--- config.mk ---
export PLATFORM = sky130hd
export DESIGN_NAME = bio_chunk_precision_recall
export DESIGN_NICKNAME = d
export VERILOG_FILES = /design/src/rtl/bcpr_pkg.sv /design/src/rtl/bio_chunk_precision_recall.sv
export SDC_FILE = /design/constraint.sdc
export NUM_CORES = 2
export LEC_CHECK = 0
export BUFFER_PORTS_ARGS = -buffer_cell sky130_fd_sc_hd__buf_4
export CAP_MARGIN = 10
export CORE_ASPECT_RATIO = 0.6
export CORE_MARGIN = 8
export CORE_UTILIZATION = 63
export CTS_CLUSTER_DIAMETER = 50
export DETAILED_ROUTE_END_ITERATION = 16
export PLACE_DENSITY = 0.8
export RECOVER_POWER = 25
export SYNTH_ARGS = -nofsm -noshare
export SYNTH_HDL_FRONTEND = slang
export SYNTH_SLANG_ARGS = --single-unit
--- constraint.sdc ---
create_clock -name clk -period 10.9 [get_ports clk]
set_input_delay 1.635 -clock clk [delete_from_list [all_inputs] [get_ports clk]]
set_output_delay 1.635 -clock clk [all_outputs]
set_load 0.01 [all_outputs]
--- src/rtl/bcpr_pkg.sv ---
// Shared types, constants and helpers for the BIO chunk precision/recall block.
`timescale 1ns / 1ps
`default_nettype none

package bcpr_pkg;

	localparam int NUM_TYPES  = 16;
	localparam int COUNT_BITS = 32;

	localparam int TYPE_W    = 4;
	localparam int KIND_W    = 2;
	localparam int IDX_W     = (NUM_TYPES > 1) ? $clog2(NUM_TYPES) : 1;
	localparam int OUT_CNT_W = 32;
	localparam int BP_W      = 14;
	localparam int BP_SCALE  = 10000;
	localparam int DIV_W     = COUNT_BITS + BP_W;
	localparam int STEP_W    = $clog2(BP_W);
	localparam int WIDE_W    = (COUNT_BITS > OUT_CNT_W) ? COUNT_BITS : OUT_CNT_W;

	typedef logic [KIND_W-1:0]     kind_t;
	typedef logic [COUNT_BITS-1:0] cnt_t;

	localparam kind_t KIND_O = 2'd0;
	localparam kind_t KIND_B = 2'd1;
	localparam kind_t KIND_I = 2'd2;

	typedef struct packed {
		kind_t             gold_kind;
		logic [TYPE_W-1:0] gold_type;
		kind_t             guess_kind;
		logic [TYPE_W-1:0] guess_type;
		logic              sentence_end;
		logic              stream_end;
	} tok_t;

	typedef struct packed {
		logic                 is_overall;
		logic [TYPE_W-1:0]    ent_type;
		logic [OUT_CNT_W-1:0] true_positives;
		logic [OUT_CNT_W-1:0] guessed;
		logic [BP_W-1:0]      precision_bp;
		logic [BP_W-1:0]      recall_bp;
		logic                 last_record;
	} rec_t;

	typedef struct packed {
		cnt_t tp;
		cnt_t fp;
		cnt_t fn;
	} row_t;

	typedef enum logic [1:0] {
		EV_TP,
		EV_FP,
		EV_FN
	} ev_kind_t;

	typedef struct packed {
		ev_kind_t          kind;
		logic [TYPE_W-1:0] etype;
	} ev_t;

	// Counters wider than the result field saturate to its maximum.
	function automatic logic [OUT_CNT_W-1:0] clamp_out(input cnt_t v);
		logic [WIDE_W-1:0] w;
		w = WIDE_W'(v);
		if (w > WIDE_W'({OUT_CNT_W{1'b1}})) begin
			return '1;
		end
		return w[OUT_CNT_W-1:0];
	endfunction

endpackage

`default_nettype wire

--- src/rtl/bio_chunk_precision_recall.sv ---
// Top level of the BIO chunk precision/recall counter and report engine.
//
// Usage: one token position per beat on the tok channel (gold and predicted tag,
// sentence end, stream end). Beats leave on the rpt channel as report records.
// Each chunk close is counted in three steps (row read, row update, total
// update); a token closes at most four chunks, and a true positive counts a
// gold and a guess close as one update. tok_stall stays high from the cycle
// after the token is taken until its last update is done, or on stream end
// until the overall record is taken. On stream end the block walks all
// types, and for each reported record does the multiply by 10000, runs the
// shared one-bit-a-step divider (precision, then recall) and loads the
// output register.
// A record waits in the output register while rpt_stall is high; the walk
// resumes after it is taken. The overall record ends the report and carries
// last_record; after it is taken all counters read as zero again.
// Reset clears the open-chunk state, the totals and the per-row valid bits,
// so the per-type counter memory needs no clearing pass.
`timescale 1ns / 1ps
`default_nettype none

module bio_chunk_precision_recall
	import bcpr_pkg::*;
(
	input  wire  clk,
	input  wire  arst_n,
	input  wire  tok_valid,
	output logic tok_stall,
	input  wire tok_t tok,
	output logic rpt_valid,
	input  wire  rpt_stall,
	output rec_t rpt
);

	typedef enum logic [3:0] {
		S_IDLE,
		S_EV_RD,
		S_EV_WR,
		S_EV_TOT,
		S_RP_RD,
		S_RP_CHK,
		S_MUL,
		S_DIV,
		S_OUT
	} state_t;

	state_t            state_q;
	logic              gold_open_q, guess_open_q, match_q;
	logic [TYPE_W-1:0] gold_type_q, guess_type_q;
	ev_t               ev_q [4];
	logic [3:0]        ev_pend_q;
	logic              rep_pend_q;
	ev_t               cur_ev_q;

	row_t              mem_q [NUM_TYPES];
	logic [NUM_TYPES-1:0] row_valid_q;
	row_t              rd_row_q;
	logic              rd_valid_q;

	cnt_t              tot_tp_q, tot_fp_q, tot_fn_q;
	logic [IDX_W-1:0]  idx_q;
	cnt_t              rep_tp_q, rep_fp_q, rep_fn_q;
	logic              rep_overall_q;
	logic [OUT_CNT_W-1:0] gsd_q;
	logic [DIV_W-1:0]  prod_q, num_q, dsh_q;
	logic [BP_W-1:0]   quo_q, prec_q;
	logic [STEP_W-1:0] step_q;
	logic              pass_q;
	logic              rpt_valid_q;
	rec_t              rpt_q;

	// Token decode: close, start and match decisions of one position.
	logic              accept;
	logic              gcont, qcont, g1, q1, tp1, fn1, fp1;
	logic              gopen_a, qopen_a, match_a;
	logic              gstart, qstart, gopen_b, qopen_b, match_b;
	logic [TYPE_W-1:0] gtype_b, qtype_b;
	logic              tok_end, g2, q2, tp2, fn2, fp2;
	ev_t               new_ev [4];
	logic [3:0]        new_pend;

	always_comb begin
		accept  = tok_valid && !tok_stall;
		gcont   = gold_open_q && tok.gold_kind == KIND_I && tok.gold_type == gold_type_q;
		qcont   = guess_open_q && tok.guess_kind == KIND_I && tok.guess_type == guess_type_q;
		g1      = gold_open_q && !gcont;
		q1      = guess_open_q && !qcont;
		tp1     = g1 && q1 && match_q;
		fn1     = g1 && !tp1;
		fp1     = q1 && !tp1;
		gopen_a = gold_open_q && !g1;
		qopen_a = guess_open_q && !q1;
		match_a = (g1 || q1) ? 1'b0 : match_q;
		gstart  = !gcont && tok.gold_kind == KIND_B;
		qstart  = !qcont && tok.guess_kind != KIND_O;
		gopen_b = gstart || gopen_a;
		qopen_b = qstart || qopen_a;
		gtype_b = gstart ? tok.gold_type : gold_type_q;
		qtype_b = qstart ? tok.guess_type : guess_type_q;
		if (gstart && qstart) begin
			match_b = tok.gold_type == tok.guess_type;
		end else if (gstart || qstart) begin
			match_b = 1'b0;
		end else begin
			match_b = match_a;
		end
		tok_end = tok.sentence_end || tok.stream_end;
		g2      = tok_end && gopen_b;
		q2      = tok_end && qopen_b;
		tp2     = g2 && q2 && match_b;
		fn2     = g2 && !tp2;
		fp2     = q2 && !tp2;

		new_ev[0] = '{kind: (tp1 ? EV_TP : EV_FN), etype: gold_type_q};
		new_ev[1] = '{kind: EV_FP, etype: guess_type_q};
		new_ev[2] = '{kind: (tp2 ? EV_TP : EV_FN), etype: gtype_b};
		new_ev[3] = '{kind: EV_FP, etype: qtype_b};
		new_pend  = {fp2, tp2 || fn2, fp1, tp1 || fn1};
	end

	// Lowest pending event goes first; the counts commute, so order is free.
	logic [1:0] sel;
	always_comb begin
		sel = 2'd0;
		for (int i = 3; i >= 0; i--) begin
			if (ev_pend_q[i]) begin
				sel = 2'(i);
			end
		end
	end

	// Shared saturating incrementer for row fields and totals.
	row_t cur_row;
	cnt_t inc_in, inc_out;
	row_t wr_row;
	logic cur_in_range;

	always_comb begin
		cur_row      = rd_valid_q ? rd_row_q : '0;
		cur_in_range = 32'(cur_ev_q.etype) < NUM_TYPES;
		inc_in       = '0;
		unique case (state_q)
			S_EV_WR: begin
				case (cur_ev_q.kind)
					EV_TP:   inc_in = cur_row.tp;
					EV_FP:   inc_in = cur_row.fp;
					EV_FN:   inc_in = cur_row.fn;
					default: inc_in = '0;
				endcase
			end
			S_EV_TOT: begin
				case (cur_ev_q.kind)
					EV_TP:   inc_in = tot_tp_q;
					EV_FP:   inc_in = tot_fp_q;
					EV_FN:   inc_in = tot_fn_q;
					default: inc_in = '0;
				endcase
			end
			default: inc_in = '0;
		endcase
		inc_out = (&inc_in) ? inc_in : inc_in + COUNT_BITS'(1);
		wr_row  = cur_row;
		case (cur_ev_q.kind)
			EV_TP:   wr_row.tp = inc_out;
			EV_FP:   wr_row.fp = inc_out;
			EV_FN:   wr_row.fn = inc_out;
			default: wr_row    = cur_row;
		endcase
	end

	// Per-type counter memory: one write and one registered read per cycle.
	logic             mem_we;
	logic [IDX_W-1:0] mem_waddr, mem_raddr;

	always_comb begin
		mem_we    = state_q == S_EV_WR && cur_in_range;
		mem_waddr = IDX_W'(cur_ev_q.etype);
		mem_raddr = (state_q == S_EV_RD) ? IDX_W'(ev_q[sel].etype) : idx_q;
	end

	always_ff @(posedge clk) begin
		if (mem_we) begin
			mem_q[mem_waddr] <= wr_row;
		end
		rd_row_q   <= mem_q[mem_raddr];
		rd_valid_q <= row_valid_q[mem_raddr];
	end

	// Shared adder for the two denominators; the divider step has its own subtractor.
	logic [COUNT_BITS:0] add_sum;
	cnt_t                add_sat;
	logic [DIV_W-1:0]    den_sh;
	logic                div_ge;
	logic [DIV_W-1:0]    num_nxt;
	logic [BP_W-1:0]     quo_nxt;
	logic                rep_zero;
	row_t                chk_row;
	logic                last_idx;

	always_comb begin
		add_sum  = {1'b0, rep_tp_q} + {1'b0, (state_q == S_MUL) ? rep_fp_q : rep_fn_q};
		add_sat  = add_sum[COUNT_BITS] ? '1 : add_sum[COUNT_BITS-1:0];
		den_sh   = DIV_W'(add_sum) << (BP_W - 1);
		div_ge   = num_q >= dsh_q;
		num_nxt  = div_ge ? num_q - dsh_q : num_q;
		quo_nxt  = {quo_q[BP_W-2:0], div_ge};
		rep_zero = rep_tp_q == '0;
		chk_row  = rd_valid_q ? rd_row_q : '0;
		last_idx = 32'(idx_q) == NUM_TYPES - 1;
	end

	always_ff @(posedge clk or negedge arst_n) begin
		if (!arst_n) begin
			state_q      <= S_IDLE;
			gold_open_q  <= 1'b0;
			gold_type_q  <= '0;
			guess_open_q <= 1'b0;
			guess_type_q <= '0;
			match_q      <= 1'b0;
			ev_pend_q    <= '0;
			rep_pend_q   <= 1'b0;
			row_valid_q  <= '0;
			tot_tp_q     <= '0;
			tot_fp_q     <= '0;
			tot_fn_q     <= '0;
			rpt_valid_q  <= 1'b0;
		end else begin
			unique case (state_q)
				S_IDLE: begin
					if (accept) begin
						gold_open_q  <= tok_end ? 1'b0 : gopen_b;
						guess_open_q <= tok_end ? 1'b0 : qopen_b;
						gold_type_q  <= gtype_b;
						guess_type_q <= qtype_b;
						match_q      <= tok_end ? 1'b0 : match_b;
						ev_q         <= new_ev;
						ev_pend_q    <= new_pend;
						rep_pend_q   <= tok.stream_end;
						idx_q        <= '0;
						if (new_pend != '0) begin
							state_q <= S_EV_RD;
						end else if (tok.stream_end) begin
							state_q <= S_RP_RD;
						end
					end
				end
				S_EV_RD: begin
					cur_ev_q       <= ev_q[sel];
					ev_pend_q[sel] <= 1'b0;
					state_q        <= S_EV_WR;
				end
				S_EV_WR: begin
					if (cur_in_range) begin
						row_valid_q[mem_waddr] <= 1'b1;
					end
					state_q <= S_EV_TOT;
				end
				S_EV_TOT: begin
					case (cur_ev_q.kind)
						EV_TP:   tot_tp_q <= inc_out;
						EV_FP:   tot_fp_q <= inc_out;
						EV_FN:   tot_fn_q <= inc_out;
						default: tot_tp_q <= tot_tp_q;
					endcase
					if (ev_pend_q != '0) begin
						state_q <= S_EV_RD;
					end else if (rep_pend_q) begin
						state_q <= S_RP_RD;
					end else begin
						state_q <= S_IDLE;
					end
				end
				S_RP_RD: begin
					state_q <= S_RP_CHK;
				end
				S_RP_CHK: begin
					if (chk_row.tp != '0) begin
						rep_tp_q      <= chk_row.tp;
						rep_fp_q      <= chk_row.fp;
						rep_fn_q      <= chk_row.fn;
						rep_overall_q <= 1'b0;
						state_q       <= S_MUL;
					end else if (last_idx) begin
						rep_tp_q      <= tot_tp_q;
						rep_fp_q      <= tot_fp_q;
						rep_fn_q      <= tot_fn_q;
						rep_overall_q <= 1'b1;
						state_q       <= S_MUL;
					end else begin
						idx_q   <= idx_q + IDX_W'(1);
						state_q <= S_RP_RD;
					end
				end
				S_MUL: begin
					prod_q  <= DIV_W'(rep_tp_q) * DIV_W'(BP_SCALE);
					num_q   <= DIV_W'(rep_tp_q) * DIV_W'(BP_SCALE);
					dsh_q   <= den_sh;
					gsd_q   <= clamp_out(add_sat);
					quo_q   <= '0;
					step_q  <= '0;
					pass_q  <= 1'b0;
					state_q <= S_DIV;
				end
				S_DIV: begin
					if (32'(step_q) == BP_W - 1 && !pass_q) begin
						// Precision done; restart on the recall denominator.
						prec_q <= quo_nxt;
						pass_q <= 1'b1;
						num_q  <= prod_q;
						dsh_q  <= den_sh;
						quo_q  <= '0;
						step_q <= '0;
					end else begin
						num_q  <= num_nxt;
						dsh_q  <= dsh_q >> 1;
						quo_q  <= quo_nxt;
						step_q <= step_q + STEP_W'(1);
						if (32'(step_q) == BP_W - 1) begin
							rpt_q.is_overall     <= rep_overall_q;
							rpt_q.ent_type       <= rep_overall_q ? '0 : TYPE_W'(idx_q);
							rpt_q.true_positives <= clamp_out(rep_tp_q);
							rpt_q.guessed        <= gsd_q;
							rpt_q.precision_bp   <= rep_zero ? '0 : prec_q;
							rpt_q.recall_bp      <= rep_zero ? '0 : quo_nxt;
							rpt_q.last_record    <= rep_overall_q;
							rpt_valid_q          <= 1'b1;
							state_q              <= S_OUT;
						end
					end
				end
				S_OUT: begin
					if (!rpt_stall) begin
						rpt_valid_q <= 1'b0;
						if (rep_overall_q) begin
							row_valid_q <= '0;
							tot_tp_q    <= '0;
							tot_fp_q    <= '0;
							tot_fn_q    <= '0;
							rep_pend_q  <= 1'b0;
							state_q     <= S_IDLE;
						end else if (last_idx) begin
							rep_tp_q      <= tot_tp_q;
							rep_fp_q      <= tot_fp_q;
							rep_fn_q      <= tot_fn_q;
							rep_overall_q <= 1'b1;
							state_q       <= S_MUL;
						end else begin
							idx_q   <= idx_q + IDX_W'(1);
							state_q <= S_RP_RD;
						end
					end
				end
				default: state_q <= S_IDLE;
			endcase
		end
	end

	assign tok_stall = state_q != S_IDLE;
	assign rpt_valid = rpt_valid_q;
	assign rpt       = rpt_q;

	// A record is only presented from the output state.
	a_rpt_in_out: assert property (@(posedge clk) disable iff (!arst_n)
		rpt_valid |-> state_q == S_OUT)
		else $error("record presented outside the output state");

	// Only the overall record ends the report.
	a_last_overall: assert property (@(posedge clk) disable iff (!arst_n)
		rpt_valid |-> rpt.last_record == rpt.is_overall)
		else $error("last_record does not match is_overall");

	a_bp_range: assert property (@(posedge clk) disable iff (!arst_n)
		rpt_valid |-> (rpt.precision_bp <= BP_W'(BP_SCALE))
			&& (rpt.recall_bp <= BP_W'(BP_SCALE)))
		else $error("ratio above 100 percent");

	// No new token may arrive while counter updates are still queued.
	a_no_pending_idle: assert property (@(posedge clk) disable iff (!arst_n)
		!tok_stall |-> ev_pend_q == '0 && !rep_pend_q)
		else $error("token accepted with pending updates");

	// Taking the overall record clears all counts.
	a_clear_after_report: assert property (@(posedge clk) disable iff (!arst_n)
		(rpt_valid && !rpt_stall && rpt.is_overall) |=>
			row_valid_q == '0 && tot_tp_q == '0 && tot_fp_q == '0 && tot_fn_q == '0)
		else $error("counters not cleared after the report");

endmodule

`default_nettype wire

==> metrics.csv <==
stage;metric;value;unit
timing;final setup TNS;0;ns
yosys;FF+latch count, synth;2186;
floorplan;core area;152400;sq um
yosys;asr flop ratio synth;6.084;%
hold_path;worst hold stages;0;
yosys;Most used DFF post-synth;edfxtp_1;
timing;hold_ws;0.3880;ns
finish;layout cells sized above 1;14.36;%
placed_design;GPL Wtd Cong;0.9927;
global_route;antenna violations before repair;3;
timing;max frequency;111.2;MHz
detailed_routing;via count;57425;
timing;setup violators final;0;
setup_path;slowest stage delay, CP;6.11;ns
yosys;top post-synthesis cells by area;edfxtp_1, mux4_2, mux2i_1, dfrtp_1, ha_1;
placed_design;placed insts;8148;
global_route;global route overflow;0;
power_and_ir_drop;power per cell area;291.6;nW/um^2
setup_path;R2R setup slack;1.90;ns
setup_path;CP Depth;4;
global_route;vias in the first global route;56450;
clocking;clk buf depth;3;
clocking;clock sink count;2186;
setup_path;worst reg2reg path depth;4;
setup_path;reg2reg end;mem_q[0][55]$_DFFE_PP_;
setup_path;critical path type;register to register;
setup_path;critical path's slowest cell;clkbuf_1;
finish;final non-filler cell total;8500;
yosys;synth unique cells;95;
floorplan;Die Span Y;319.1;um
floorplan;Die X;521.1;um
yosys;sequential area share after synthesis;66.37;%
run_status;violated checks;max-capacitance violations, max-slew violations;
floorplan;I/O Pins;118;
yosys;Netlist Area Pre-Place;96440;sq um
setup_path;Crit Path Max Fanout;96;
job;max_cap viols;23;
finish;# fillers;9600;
setup_path;startpoint types;register;
setup_path;buffer and inverter count on the worst path;1;
timing;Max Slew Vio Count;950;
clocking;hold_buf cts;0;
timing;Final min period;8.996;ns
setup_path;Critical Path RT;11.06;ns
global_route;global-route wire length before repair;368100;um
power_and_ir_drop;P_leak;37.49;nW
detailed_routing;DR WL/cell;29.10;um
setup_path;Setup crit start;state_q[0]$_DFFE_PN0P_;
setup_path;Largest delay share family, worst path;buffers and inverters;
detailed_routing;Final Routed Wirelength;247400;um
global_route;GRT Total Usage;29.34;%
setup_path;crit path capture type;register;
clocking;post-CTS sizing;0;
timing;Period Utilization, post-route;82.53;%
hold_path;Hold Path Class;register to register;
setup_path;r2r startpoint;state_q[0]$_DFFE_PN0P_;
timing;Final Hold Fails;0;
yosys;synth warn;0;
clocking;CTS Buf Count;185;
placed_design;HPWL after DPL;145800;um
detailed_routing;DRC Markers;0;
timing;Slew HR;-491.7;%
clocking;Root Buffer;clkbuf_16;
yosys;cells after synthesis;6163;
yosys;Post-synth EDFFs;1956;
placed_design;port bufs;117;
timing;Worst-Margin Slew;8.876;ns
detailed_routing;DRT iter0 DRCs;8109;
power_and_ir_drop;maximum vdd drop;0.0003226;V
floorplan;Rows;111;
yosys;Syn Nets;6482;
detailed_routing;antenna-violating nets left;0;
yosys;largest area contributor in the netlist;edfxtp_1;
setup_path;Worst EP arrival;9.16;ns
hold_path;hold_sp;gsd_q[2]$_DFFE_PP_;
yosys;share of the synthesized area in the top cell type;60.90;%
clocking;worst skew pair latency;0.84;ns
clocking;clk slew on worst S/H paths;0.07;ns
timing;RSZ-0062 raised after global routing;false;
floorplan;Initial Util;63.30;%
finish;final net count;6621;
detailed_routing;DR pass1 iterations;7;
detailed_routing;vias per cell;6.756;
clocking;CTS tree;done;
clocking;Setup Buffers After CTS;0;
setup_path;worst setup path end;mem_q[0][55]$_DFFE_PP_;
floorplan;total die area;166300;sq um
yosys;Syn Area/Cell;15.65;sq um
clocking;# H-tree levels;4;
finish;Syn-to-layout area delta;9.544;%
timing;Post-Route Skew;0.05934;ns
run_status;status;complete, but fails checks;
setup_path;cell chain of the critical path;or4b_1, or3_1, nor3_1, clkbuf_1;
global_route;largest net degree at the start of global routing;138;
synthesized netlist by cell type, types with 12 or more instances:
master and number:
a211oi_1 25, a21o_1 61, a21oi_1 331, a22oi_1 24
a31oi_1 86, and2_1 19, and3_1 25, buf_1 40
buf_2 55, clkbuf_1 216, dfrtp_1 133, dfxtp_1 97
edfxtp_1 1956, fa_1 85, ha_1 216, inv_1 223
mux2_2 45, mux2i_1 371, mux4_2 388, nand2_1 465
nand2b_1 22, nand3_1 155, nand4_1 29, nor2_1 229
nor2b_1 51, nor3_1 42, nor4_1 19, o211ai_1 15
o21a_1 18, o21ai_0 315, o21ai_1 12, o21bai_1 19
o2bb2ai_1 44, xnor2_1 85, xor2_1 51
how the worst min path moves through the flow:
stage                         to  slack (ns)
4_1_cts        rpt[31]$_DFFE_PP_        0.38
6_report       rpt[31]$_DFFE_PP_        0.39
3_3_place_gp   rpt[31]$_DFFE_PP_        0.40
3_5_place_dp   rpt[37]$_DFFE_PP_        0.41
5_1_grt        rpt[31]$_DFFE_PP_        0.41
2_1_floorplan  rpt[29]$_DFFE_PP_        0.40
state kept, by name, summed over array words and instances (netlist names), 42 cells and up:
| name | cells |
|---|---|
| rd_row_q | 96 |
| num_q | 46 |
| mem_q | 1536 |
| rpt | 97 |
| dsh_q | 46 |
| prod_q | 42 |
cell type report:
class | count | area, sq um | share of cell area [%]
flip-flops and latches | 2186 | 64010 | 60.59
inverters | 224 | 840.8 | 0.7959
clock inverters | 88 | 997.2 | 0.9439
diodes | 2 | 5.005 | 0.004737
well taps | 2034 | 2545 | 2.409
multi-input cells | 3422 | 30380 | 28.76
repair buffers | 283 | 1752 | 1.658
clock buffers | 261 | 5115 | 4.842
worst reg2reg max path, stage by stage, from the launching register on:
cell	delay, ns
dfrtp_1	0.63
or4b_1	0.70
or3_1	0.41
nor3_1	0.19
clkbuf_1	6.11
cells in the final DEF (no fill, tap or decap), drive strengths merged, types with 87 or more instances in the layout:
master / count
edfxtp: 1956
nand2: 466
mux4: 388
clkbuf: 375
mux2i: 371
a21oi: 332
o21ai: 327
inv: 232
nor2: 229
ha: 216
buf: 167
nand3: 156
dfrtp: 133
dfxtp: 97
a31oi: 87
routing by layer:
layer | track usage, % | vias to the layer above | share of wire (%)
li1 | - | 24138 | -
met1 | 43.58 | 29148 | 40
met3 | 6.427 | 467 | 12
met5 | 0 | - | 0.011
met4 | 8.142 | 4 | 2.8
met2 | 44.53 | 3668 | 45
kinds of logic after synthesis:
family	Yosys count	share of synthesized area, %
AOI/OAI and AO/OA	1069	6.781
xor gates and xnor gates	136	1.235
adders and majority gates	301	4.567
buffers and inverters	555	2.326
DFF	2186	66.37
muxes	804	13.44
and+or+nand+nor	1112	5.285
power breakdown:
group / switching [mW] / total, mW / leakage [nW] / internal, mW
Sequential: 0.778 / 11.5 / 20.7 / 10.7
Combinational: 7.36 / 12.6 / 13.8 / 5.24
Clock: 3.14 / 6.69 / 2.97 / 3.55
Total: 11.3 / 30.8 / 37.5 / 19.5
through the flow:
| stage | power, mW | utilization [%] | setup WS, ns | instance area (sq um) |
|---|---|---|---|---|
| final | 30.80 | 69.34 | 1.904 | 105600 |
| after global routing | 32.31 | 69.34 | 1.873 | 105600 |
| after CTS | 30.69 | 69.75 | 3.974 | 106300 |
| after detailed placement | 23.96 | 65.74 | 4.070 | 100200 |
| after global placement | 23.62 | 65.74 | 4.225 | 100200 |
| after floorplan | 20.60 | - | 2.313 | 96440 |
Power figures use the tool's default switching activity.
